[src/hdl/kcdl_pkg.sv]
// ----------------------------------------------------------------------------
// kcdl_pkg: keypad code door lock shared definitions
// Commands, modes, notices, register indexes, reset values and the
// state, configuration and result structures.
// ----------------------------------------------------------------------------
`default_nettype none

package kcdl_pkg;

	localparam int unsigned CODE_LENGTH_DEF = 4;

	localparam int unsigned CMD_W   = 3;
	localparam int unsigned DIGIT_W = 4;
	localparam int unsigned MODE_W  = 2;
	localparam int unsigned COUNT_W = 3;
	localparam int unsigned SECS_W  = 6;
	localparam int unsigned NOTE_W  = 3;
	localparam int unsigned CODE_W  = 16;
	localparam int unsigned CFG_IDX_W = 2;

	localparam logic [CMD_W-1:0] CMD_TICK    = 3'd0;
	localparam logic [CMD_W-1:0] CMD_POWER   = 3'd1;
	localparam logic [CMD_W-1:0] CMD_DIGIT   = 3'd2;
	localparam logic [CMD_W-1:0] CMD_ENTERED = 3'd3;
	localparam logic [CMD_W-1:0] CMD_OPEN    = 3'd4;

	localparam logic [MODE_W-1:0] MODE_OFF     = 2'd0;
	localparam logic [MODE_W-1:0] MODE_ENTRY   = 2'd1;
	localparam logic [MODE_W-1:0] MODE_LOCKOUT = 2'd2;

	localparam logic [NOTE_W-1:0] NOTE_NONE        = 3'd0;
	localparam logic [NOTE_W-1:0] NOTE_UNLOCKED    = 3'd1;
	localparam logic [NOTE_W-1:0] NOTE_WRONG       = 3'd2;
	localparam logic [NOTE_W-1:0] NOTE_TIMEOUT     = 3'd3;
	localparam logic [NOTE_W-1:0] NOTE_LOCKOUT_END = 3'd4;
	localparam logic [NOTE_W-1:0] NOTE_EXIT_OPEN   = 3'd5;
	localparam logic [NOTE_W-1:0] NOTE_CLOSED_IN   = 3'd6;
	localparam logic [NOTE_W-1:0] NOTE_CLOSED_TIME = 3'd7;

	localparam logic [CFG_IDX_W-1:0] REG_CODE    = 2'd0;
	localparam logic [CFG_IDX_W-1:0] REG_ENTRY   = 2'd1;
	localparam logic [CFG_IDX_W-1:0] REG_LOCKOUT = 2'd2;
	localparam logic [CFG_IDX_W-1:0] REG_DOOR    = 2'd3;

	localparam logic [CODE_W-1:0] CODE_RST    = 16'h5432;
	localparam logic [SECS_W-1:0] ENTRY_RST   = 6'd15;
	localparam logic [SECS_W-1:0] LOCKOUT_RST = 6'd10;
	localparam logic [SECS_W-1:0] DOOR_RST    = 6'd10;

	typedef struct packed {
		logic [CODE_W-1:0] code;
		logic [SECS_W-1:0] entry_secs;
		logic [SECS_W-1:0] lockout_secs;
		logic [SECS_W-1:0] door_secs;
	} cfg_t;

	typedef struct packed {
		logic [MODE_W-1:0]  mode;
		logic [COUNT_W-1:0] count;
		logic [SECS_W-1:0]  entry_left;
		logic [SECS_W-1:0]  lockout_left;
		logic               door_open;
		logic [SECS_W-1:0]  door_left;
	} lock_state_t;

	typedef struct packed {
		logic               door_open;
		logic [MODE_W-1:0]  lock_mode;
		logic [SECS_W-1:0]  seconds_left;
		logic [COUNT_W-1:0] digits_entered;
		logic [NOTE_W-1:0]  notice;
	} result_t;

endpackage

`default_nettype wire

[src/hdl/kcdl_core.sv]
// ----------------------------------------------------------------------------
// kcdl_core: lock step logic
// Next lock state and result for one event, given the current state.
// ----------------------------------------------------------------------------
`default_nettype none

module kcdl_core #(
	parameter int unsigned CODE_LENGTH = kcdl_pkg::CODE_LENGTH_DEF
) (
	input  kcdl_pkg::cfg_t                   cfg,
	input  kcdl_pkg::lock_state_t            cur,
	input  logic [4*CODE_LENGTH-1:0]         cur_code,
	input  logic [kcdl_pkg::CMD_W-1:0]       cmd,
	input  logic [kcdl_pkg::DIGIT_W-1:0]     key_digit,
	output kcdl_pkg::lock_state_t            nxt,
	output logic [4*CODE_LENGTH-1:0]         nxt_code,
	output kcdl_pkg::result_t                res
);
	import kcdl_pkg::*;

	localparam int unsigned ENT_W = 4 * CODE_LENGTH;

	logic [ENT_W-1:0]   shifted;
	logic [COUNT_W-1:0] count_inc;
	logic [NOTE_W-1:0]  lock_note;
	logic [NOTE_W-1:0]  door_note;
	logic [SECS_W-1:0]  secs;

	assign shifted   = (cur_code << 4) | ENT_W'(key_digit);
	assign count_inc = cur.count + COUNT_W'(1);

	always_comb begin
		nxt       = cur;
		nxt_code  = cur_code;
		lock_note = NOTE_NONE;
		door_note = NOTE_NONE;
		unique case (cmd)
			CMD_TICK: begin
				if (cur.mode == MODE_ENTRY) begin
					if (cur.entry_left <= SECS_W'(1)) begin
						nxt.entry_left = cfg.entry_secs;
						nxt.mode       = MODE_LOCKOUT;
						lock_note      = NOTE_TIMEOUT;
					end else begin
						nxt.entry_left = cur.entry_left - SECS_W'(1);
					end
				end else if (cur.mode == MODE_LOCKOUT) begin
					if (cur.lockout_left <= SECS_W'(1)) begin
						nxt.lockout_left = cfg.lockout_secs;
						nxt.mode         = MODE_ENTRY;
						nxt.count        = '0;
						nxt_code         = '0;
						lock_note        = NOTE_LOCKOUT_END;
					end else begin
						nxt.lockout_left = cur.lockout_left - SECS_W'(1);
					end
				end
				if (cur.door_open) begin
					if (cur.door_left <= SECS_W'(1)) begin
						nxt.door_left = cfg.door_secs;
						nxt.door_open = 1'b0;
						door_note     = NOTE_CLOSED_TIME;
					end else begin
						nxt.door_left = cur.door_left - SECS_W'(1);
					end
				end
			end
			CMD_POWER: begin
				if (cur.mode == MODE_OFF) begin
					nxt.mode = MODE_ENTRY;
				end
			end
			CMD_DIGIT: begin
				if (cur.mode == MODE_ENTRY) begin
					if (count_inc >= COUNT_W'(CODE_LENGTH)) begin
						if (shifted == cfg.code[CODE_W-1 -: ENT_W]) begin
							nxt.door_open  = 1'b1;
							nxt.door_left  = cfg.door_secs;
							nxt.entry_left = cfg.entry_secs;
							lock_note      = NOTE_UNLOCKED;
						end else begin
							lock_note = NOTE_WRONG;
						end
						nxt.count = '0;
						nxt_code  = '0;
					end else begin
						nxt.count = count_inc;
						nxt_code  = shifted;
					end
				end
			end
			CMD_ENTERED: begin
				if (cur.door_open) begin
					nxt.door_open = 1'b0;
					nxt.door_left = cfg.door_secs;
					door_note     = NOTE_CLOSED_IN;
				end
			end
			CMD_OPEN: begin
				if (!cur.door_open) begin
					nxt.door_open = 1'b1;
					nxt.door_left = cfg.door_secs;
					door_note     = NOTE_EXIT_OPEN;
				end
			end
			default: begin
			end
		endcase
	end

	always_comb begin
		unique if (nxt.mode == MODE_ENTRY) begin
			secs = nxt.entry_left;
		end else if (nxt.mode == MODE_LOCKOUT) begin
			secs = nxt.lockout_left;
		end else begin
			secs = '0;
		end
	end

	assign res.door_open      = nxt.door_open;
	assign res.lock_mode      = nxt.mode;
	assign res.seconds_left   = secs;
	assign res.digits_entered = nxt.count;
	assign res.notice         = (lock_note != NOTE_NONE) ? lock_note : door_note;

endmodule

`default_nettype wire

[src/hdl/kcdl_out_reg.sv]
// ----------------------------------------------------------------------------
// kcdl_out_reg: result register
// Holds one result until the downstream side takes it.
// ----------------------------------------------------------------------------
`default_nettype none

module kcdl_out_reg (
	input  logic              clk,
	input  logic              arst_n,
	input  logic              load_valid,
	input  kcdl_pkg::result_t load_res,
	output logic              load_ready,
	output logic              out_valid,
	input  logic              out_stall,
	output kcdl_pkg::result_t out_res
);
	import kcdl_pkg::*;

	logic    valid_q;
	result_t res_q;

	assign load_ready = !valid_q || !out_stall;
	assign out_valid  = valid_q;
	assign out_res    = res_q;

	always_ff @(posedge clk or negedge arst_n) begin
		if (!arst_n) begin
			valid_q <= 1'b0;
		end else if (load_ready) begin
			valid_q <= load_valid;
		end
	end

	always_ff @(posedge clk) begin
		if (load_ready && load_valid) begin
			res_q <= load_res;
		end
	end

endmodule

`default_nettype wire

[src/hdl/keypad_code_door_lock.sv]
// ----------------------------------------------------------------------------
// keypad_code_door_lock: event driven keypad door code lock
// Takes tick, power, digit, entered and open events and reports door,
// mode, remaining seconds, digit count and a notice for each event.
//
//   channel  signals                                   direction
//   in       in_valid, in_stall, cmd, key_digit         request in
//   out      out_valid, out_stall, door_open, lock_mode,
//            seconds_left, digits_entered, notice       request out
//   cfg      cfg_we, cfg_index, cfg_data                write in
//
// One request per cycle while out is not stalled; each result goes through
// the input register, then the result register, before out offers it.
// The lock state updates when a request moves from the input register into
// the result register.
// Reset loads default registers and the off state; no clearing pass.
// A stall on out holds the result register and, once the input register is
// also full, raises in_stall in the same cycle.
// ----------------------------------------------------------------------------
`default_nettype none

module keypad_code_door_lock #(
	parameter int unsigned CODE_LENGTH = kcdl_pkg::CODE_LENGTH_DEF
) (
	input  logic                             clk,
	input  logic                             arst_n,
	input  logic                             in_valid,
	output logic                             in_stall,
	input  logic [kcdl_pkg::CMD_W-1:0]       cmd,
	input  logic [kcdl_pkg::DIGIT_W-1:0]     key_digit,
	output logic                             out_valid,
	input  logic                             out_stall,
	output logic                             door_open,
	output logic [kcdl_pkg::MODE_W-1:0]      lock_mode,
	output logic [kcdl_pkg::SECS_W-1:0]      seconds_left,
	output logic [kcdl_pkg::COUNT_W-1:0]     digits_entered,
	output logic [kcdl_pkg::NOTE_W-1:0]      notice,
	input  logic                             cfg_we,
	input  logic [kcdl_pkg::CFG_IDX_W-1:0]   cfg_index,
	input  logic [kcdl_pkg::CODE_W-1:0]      cfg_data
);
	import kcdl_pkg::*;

	localparam int unsigned ENT_W = 4 * CODE_LENGTH;

	cfg_t               cfg_q;
	lock_state_t        state_q;
	lock_state_t        state_nxt;
	logic [ENT_W-1:0]   code_q;
	logic [ENT_W-1:0]   code_nxt;
	logic               valid_s1;
	logic [CMD_W-1:0]   cmd_s1;
	logic [DIGIT_W-1:0] digit_s1;
	logic               adv_ready;
	logic               advance;
	result_t            res_s1;
	result_t            res_out;

	assign advance  = valid_s1 && adv_ready;
	assign in_stall = valid_s1 && !adv_ready;

	// configuration registers
	always_ff @(posedge clk or negedge arst_n) begin
		if (!arst_n) begin
			cfg_q.code         <= CODE_RST;
			cfg_q.entry_secs   <= ENTRY_RST;
			cfg_q.lockout_secs <= LOCKOUT_RST;
			cfg_q.door_secs    <= DOOR_RST;
		end else if (cfg_we) begin
			unique case (cfg_index)
				REG_CODE:    cfg_q.code         <= cfg_data;
				REG_ENTRY:   cfg_q.entry_secs   <= cfg_data[SECS_W-1:0];
				REG_LOCKOUT: cfg_q.lockout_secs <= cfg_data[SECS_W-1:0];
				REG_DOOR:    cfg_q.door_secs    <= cfg_data[SECS_W-1:0];
				default: begin
				end
			endcase
		end
	end

	// input register
	always_ff @(posedge clk or negedge arst_n) begin
		if (!arst_n) begin
			valid_s1 <= 1'b0;
		end else if (!in_stall) begin
			valid_s1 <= in_valid;
		end
	end

	always_ff @(posedge clk) begin
		if (in_valid && !in_stall) begin
			cmd_s1   <= cmd;
			digit_s1 <= key_digit;
		end
	end

	// lock state
	always_ff @(posedge clk or negedge arst_n) begin
		if (!arst_n) begin
			state_q.mode         <= MODE_OFF;
			state_q.count        <= '0;
			state_q.entry_left   <= ENTRY_RST;
			state_q.lockout_left <= LOCKOUT_RST;
			state_q.door_open    <= 1'b0;
			state_q.door_left    <= DOOR_RST;
			code_q               <= '0;
		end else if (advance) begin
			state_q <= state_nxt;
			code_q  <= code_nxt;
		end
	end

	kcdl_core #(
		.CODE_LENGTH(CODE_LENGTH)
	) u_core (
		.cfg      (cfg_q),
		.cur      (state_q),
		.cur_code (code_q),
		.cmd      (cmd_s1),
		.key_digit(digit_s1),
		.nxt      (state_nxt),
		.nxt_code (code_nxt),
		.res      (res_s1)
	);

	kcdl_out_reg u_out (
		.clk       (clk),
		.arst_n    (arst_n),
		.load_valid(valid_s1),
		.load_res  (res_s1),
		.load_ready(adv_ready),
		.out_valid (out_valid),
		.out_stall (out_stall),
		.out_res   (res_out)
	);

	assign door_open      = res_out.door_open;
	assign lock_mode      = res_out.lock_mode;
	assign seconds_left   = res_out.seconds_left;
	assign digits_entered = res_out.digits_entered;
	assign notice         = res_out.notice;

	a_count_below_len: assert property (@(posedge clk) disable iff (!arst_n)
		state_q.count < COUNT_W'(CODE_LENGTH))
		else $error("digit count reached code length");

	a_unlock_result: assert property (@(posedge clk) disable iff (!arst_n)
		out_valid && notice == NOTE_UNLOCKED |->
			door_open && digits_entered == '0 && lock_mode == MODE_ENTRY)
		else $error("unlock result inconsistent");

	a_off_no_secs: assert property (@(posedge clk) disable iff (!arst_n)
		out_valid && lock_mode == MODE_OFF |-> seconds_left == '0 && digits_entered == '0)
		else $error("off mode shows seconds or digits");

	a_state_tracks_out: assert property (@(posedge clk) disable iff (!arst_n)
		advance |=> out_valid && door_open == state_q.door_open
			&& lock_mode == state_q.mode)
		else $error("result register out of step with lock state");

	a_state_hold: assert property (@(posedge clk) disable iff (!arst_n)
		!advance |=> $stable(state_q) && $stable(code_q))
		else $error("lock state changed without a request");

endmodule

`default_nettype wire
[config.mk]
export PLATFORM = sky130hd
export DESIGN_NAME = keypad_code_door_lock
export DESIGN_NICKNAME = d
export VERILOG_FILES = /design/src/hdl/kcdl_pkg.sv /design/src/hdl/kcdl_core.sv /design/src/hdl/kcdl_out_reg.sv /design/src/hdl/keypad_code_door_lock.sv
export SDC_FILE = /design/constraint.sdc
export NUM_CORES = 1
export LEC_CHECK = 0
export BUFFER_PORTS_ARGS = -buffer_cell sky130_fd_sc_hd__buf_2
export CAP_MARGIN = 10
export CORE_MARGIN = 2
export CORE_UTILIZATION = 30
export DETAILED_ROUTE_END_ITERATION = 16
export PLACE_DENSITY_LB_ADDON = 0.3
export SYNTH_ARGS = -nofsm -noshare
export SYNTH_HDL_FRONTEND = slang
export SYNTH_HIERARCHICAL = 1
export SYNTH_SLANG_ARGS = --single-unit
[constraint.sdc]
create_clock -name clk -period 3.05 [get_ports clk]
set_clock_uncertainty 0.1 [all_clocks]
set_input_delay 0.305 -clock clk [delete_from_list [all_inputs] [get_ports clk]]
set_output_delay 0.305 -clock clk [all_outputs]
set_load 0.02 [all_outputs]
; ---- Yosys cells after proc, flatten, opt, wreduce, memory -nomap -nowiden
; Cells that the tools add are included.
[word_totals]
register_bits = 94
in_bits = 30
out_inout_bits = 17
[classes]
addsub = 4
magnitude_cmp = 4
n_eq_ne = 21
muxes = 49
n_bitwise = 1
reduce_logical = 20
[ops]
columns = cell, n
row1 = $mux 6, 13
row2 = $mux 12, 5
row3 = $mux 3, 11
row4 = $mux 7, 4
row5 = $pmux 7 s4, 1
row6 = $pmux 12 s2, 1
row7 = $le 6x1->1 const B, 3
row8 = $pmux 9 s2, 1
row9 = $sub 6x1->6 const B, 3
row10 = $eq 16x16->1, 1
row11 = $or 16x4->16, 1
row12 = $mux 2, 6
row13 = $mux 5, 2
row14 = $ne 2x1->1 const B, 5
row15 = $mux 9, 1
row16 = $pmux 3 s3, 1
row17 = $eq 2x2->1 const B, 4
row18 = $ne 2x2->1 const B, 4
row19 = $reduce_and 2->1, 4
row20 = $reduce_and 8->1, 1
row21 = $eq 2x1->1 const B, 3
row22 = $eq 3x2->1 const B, 2
row23 = $pmux 3 s2, 1
row24 = $reduce_and 6->1, 1
row25 = 14 further kinds, 20

; ---- Longest topological paths before layout
[logic_depth]
depth_word = 8
depth_mapped = 10
mapped_depth_nobuf = 9

; ---- Modules after synthesis
; Netlist, hierarchy kept.
[modules_own_cells]
columns = module, n_inst, cells_per_inst, area_each_um2
row1 = keypad_code_door_lock, 1, 170, 3044.2
row2 = kcdl_core, 1, 353, 2199.6
row3 = kcdl_out_reg, 1, 19, 498.0

; ---- Worst setup path after synthesis
; Ideal clock, no wire load.
[synth_path]
path_type = reg-to-reg
from = register state_q[0] (netlist name)
to = register state_q[3] (netlist name)
setup_ns = 0.082
arrival_ns = 2.363
setup_slack_ns = 0.505
path_stages_with_launch = 11
n_path_buf = 1
cell_sequence = dfrtp_1 clkbuf_1 inv_1 ha_1 o21ba_2 a31o_2 a2111oi_0 o221ai_1 o21ai_1 a2bb2oi_1 mux2_2
[synth_lines]
columns = element, line_no
row1 = from (decl), keypad_code_door_lock.sv:47  ; lock_state_t state_q;
row2 = from (signal assigned), keypad_code_door_lock.sv:108  ; state_q <= state_nxt;

==> flow_metrics.py <==
metrics = {
    "sta": {
        "tns_ns": 0,
        "worstMarginPinSlew_ns": 0.825,
        "finalHoldViolCount": 0,
        "finalWorstSetupSlack_ns": 0.341,
        "setup_violations": 0,
        "fin_crit_ns": 2.71,
        "min_period_over_period": 0.888,
        "maxSlewHeadroom": 0.450,
        "fmax_ghz": 0.369,
        "rsz0062_at_grt": "false",
        "slew_violations": 0,
    },
    "worst_setup_path": {
        "startpoint_type": "flip-flop",
        "worstPathMaxFanout": 10,
        "worstSetupEndpointType": "flip-flop",
        "r2r-end": "state_q[3]",
        "rrSetupSlack_ns": 0.34,
        "rr_worst_depth": 9,
        "startpoint": "state_q[0]",
        "rr_startpoint": "state_q[0]",
        "required_ns": 3.23,
        "path_class": "flip-flop to flip-flop",
        "cp.arrival_ns": 2.89,
    },
    "finish": {
        "fillerInstances": 1816,
        "diodes": 0,
        "drive_above_1_share": 0.338,
        "most-common-layout-cells": "71 x mux2_2, 50 x dfrtp_1, 46 x buf_2, 41 x nand2_1, 32 x a21oi_1",
        "syn_to_final_growth_pct": 16.1,
        "final_common_cell": "mux2_2",
        "nNetsFinal": 620,
    },
    "route": {
        "vias": 4448,
        "finalWirelength_mm": 15.5,
        "drcViolationCount": 1,
        "drtIter0Drc": 333,
        "drtPass1Iterations": 13,
        "viasPerCell": 5.44,
        "antenna_left": 0,
        "routedWlPerCell_um": 19.0,
    },
    "clock_network": {
        "clk_pin_slew_worst_paths_ns": 0.07,
        "insertion_delay_ns": 0.35,
        "cts_tree": "yes",
        "cts_root_buffer": "clkbuf_16",
        "cts_buffer_depth": 2,
        "post_cts_buffers": 0,
        "h-tree-depth": 3,
        "cts_made_buffers": 9,
        "cts_sinks": 94,
    },
    "floorplanning": {
        "core_sq_um": 18100,
        "die_h_um": 140,
        "rows": 49,
        "die_x_um": 140,
        "io_pins": 47,
        "die-area_sq_um": 19600,
        "initial_utilization": 0.308,
    },
    "status": {
        "violations": "DRC",
        "outcome": "finished, violations left",
    },
    "power": {
        "p_per_area_nw_per_um2": 811,
        "peakVddDrop_uv": 265,
        "p_leak_nw": 2.61,
    },
    "synthesis": {
        "synth_area_sq_um": 5560,
        "avgSynthCellArea_sq_um": 10.5,
        "syn_nets": 567,
        "ys_warn_count": 6,
        "synth_cells": 530,
    },
    "grt": {
        "grt_first_pass_wirelength_mm": 24.5,
        "gr-total-overflow": 0,
        "grt_pass1_vias": 4362,
        "grt_max_degree": 73,
        "grt_antenna_before_repair": 0,
        "grtUsageTotal": 0.160,
    },
    "min_path": {
        "holdPathEnd": "digit_s1[1]",
        "min_path_cells": 1,
        "min-delay-start": "key_digit[1]",
        "hp-class": "input port to flip-flop",
    },
    "flow_run": {
        "drv_cap": 0,
    },
    "placement": {
        "dp_slack_ns": 0.380,
        "io_buffer_count": 46,
        "dp_hpwl_mm": 11.3,
        "gp_congestion": 0.931,
    },
}
-- timing repair --
action | CTS | global route
hold endpoints to repair | 50 | 0
resized for setup | 0 | 0
hold buffers | 1 | 0
setup endpoints to repair | 0 | 0
-- power breakdown --
group	internal [W]	switching (W)	leakage, nW
logic	0.000900	0.00102	1.38
clock network	0.000715	0.000522	0.162
registers	0.00168	0.000395	1.07
total	0.00330	0.00194	2.61
-- worst max-delay path, cell delays in order, from the launching register on --
cell       delay (ns)
dfrtp_1          0.52
inv_1            0.12
ha_1             0.27
o21ba_2          0.25
a31o_2           0.27
a2111oi_0        0.41
o221ai_1         0.22
o21ai_1          0.16
a2bb2oi_1        0.07
mux2_2           0.25
-- per-layer routing --
metal  global-route usage  vias up  wire [um]
li1                     -     2082          -
met1                0.217     2225       7120
met2                0.263      124       7440
met3               0.0297       17        692
met4               0.0484        0        257
met5                    0        -          0
-- stage by stage --
stage	area [sq um]	std cells	hold WS (ns)	util	power [W]
after CTS	6460	817	0.0134	0.357	0.00526
after global placement	6120	800	0.273	0.338	0.00397
after detailed placement	6120	800	0.276	0.338	0.00400
final	6460	817	0.0245	0.357	0.00524
after global routing	6460	817	0.0190	0.357	0.00557
after floorplan	5560	530	-0.0906	-	0.00345
-- registers in the layout (all words and copies together), names as in the netlist --
register and count:
valid_s1 1, u_out/out_res 15, u_out/out_valid 1, cfg_q 34, state_q 24, code_q 12, digit_s1 4, cmd_s1 3
-- worst max-delay path by stage --
| stage | slack (ns) | cells after the start | to |
|---|---|---|---|
| 2_1_floorplan | 0.50 | 10 | state_q[3] |
| 3_3_place_gp | 0.44 | 9 | state_q[3] |
| 3_5_place_dp | 0.38 | 9 | state_q[3] |
| 4_1_cts | 0.37 | 9 | state_q[3] |
| 5_1_grt | 0.19 | 9 | state_q[2] |
| 6_report | 0.34 | 9 | state_q[3] |
-- final cells by class --
class                   count  area, sq um  area share
clock buffers              11          264      0.0409
repair buffers             74          455      0.0705
multi-input cells         388         2840       0.440
inverters                  16         60.1     0.00930
well taps                 229          287      0.0444
clock inverters             5         61.3     0.00949
flip-flops and latches     94         2490       0.386
(Power assumes the default switching activity.)
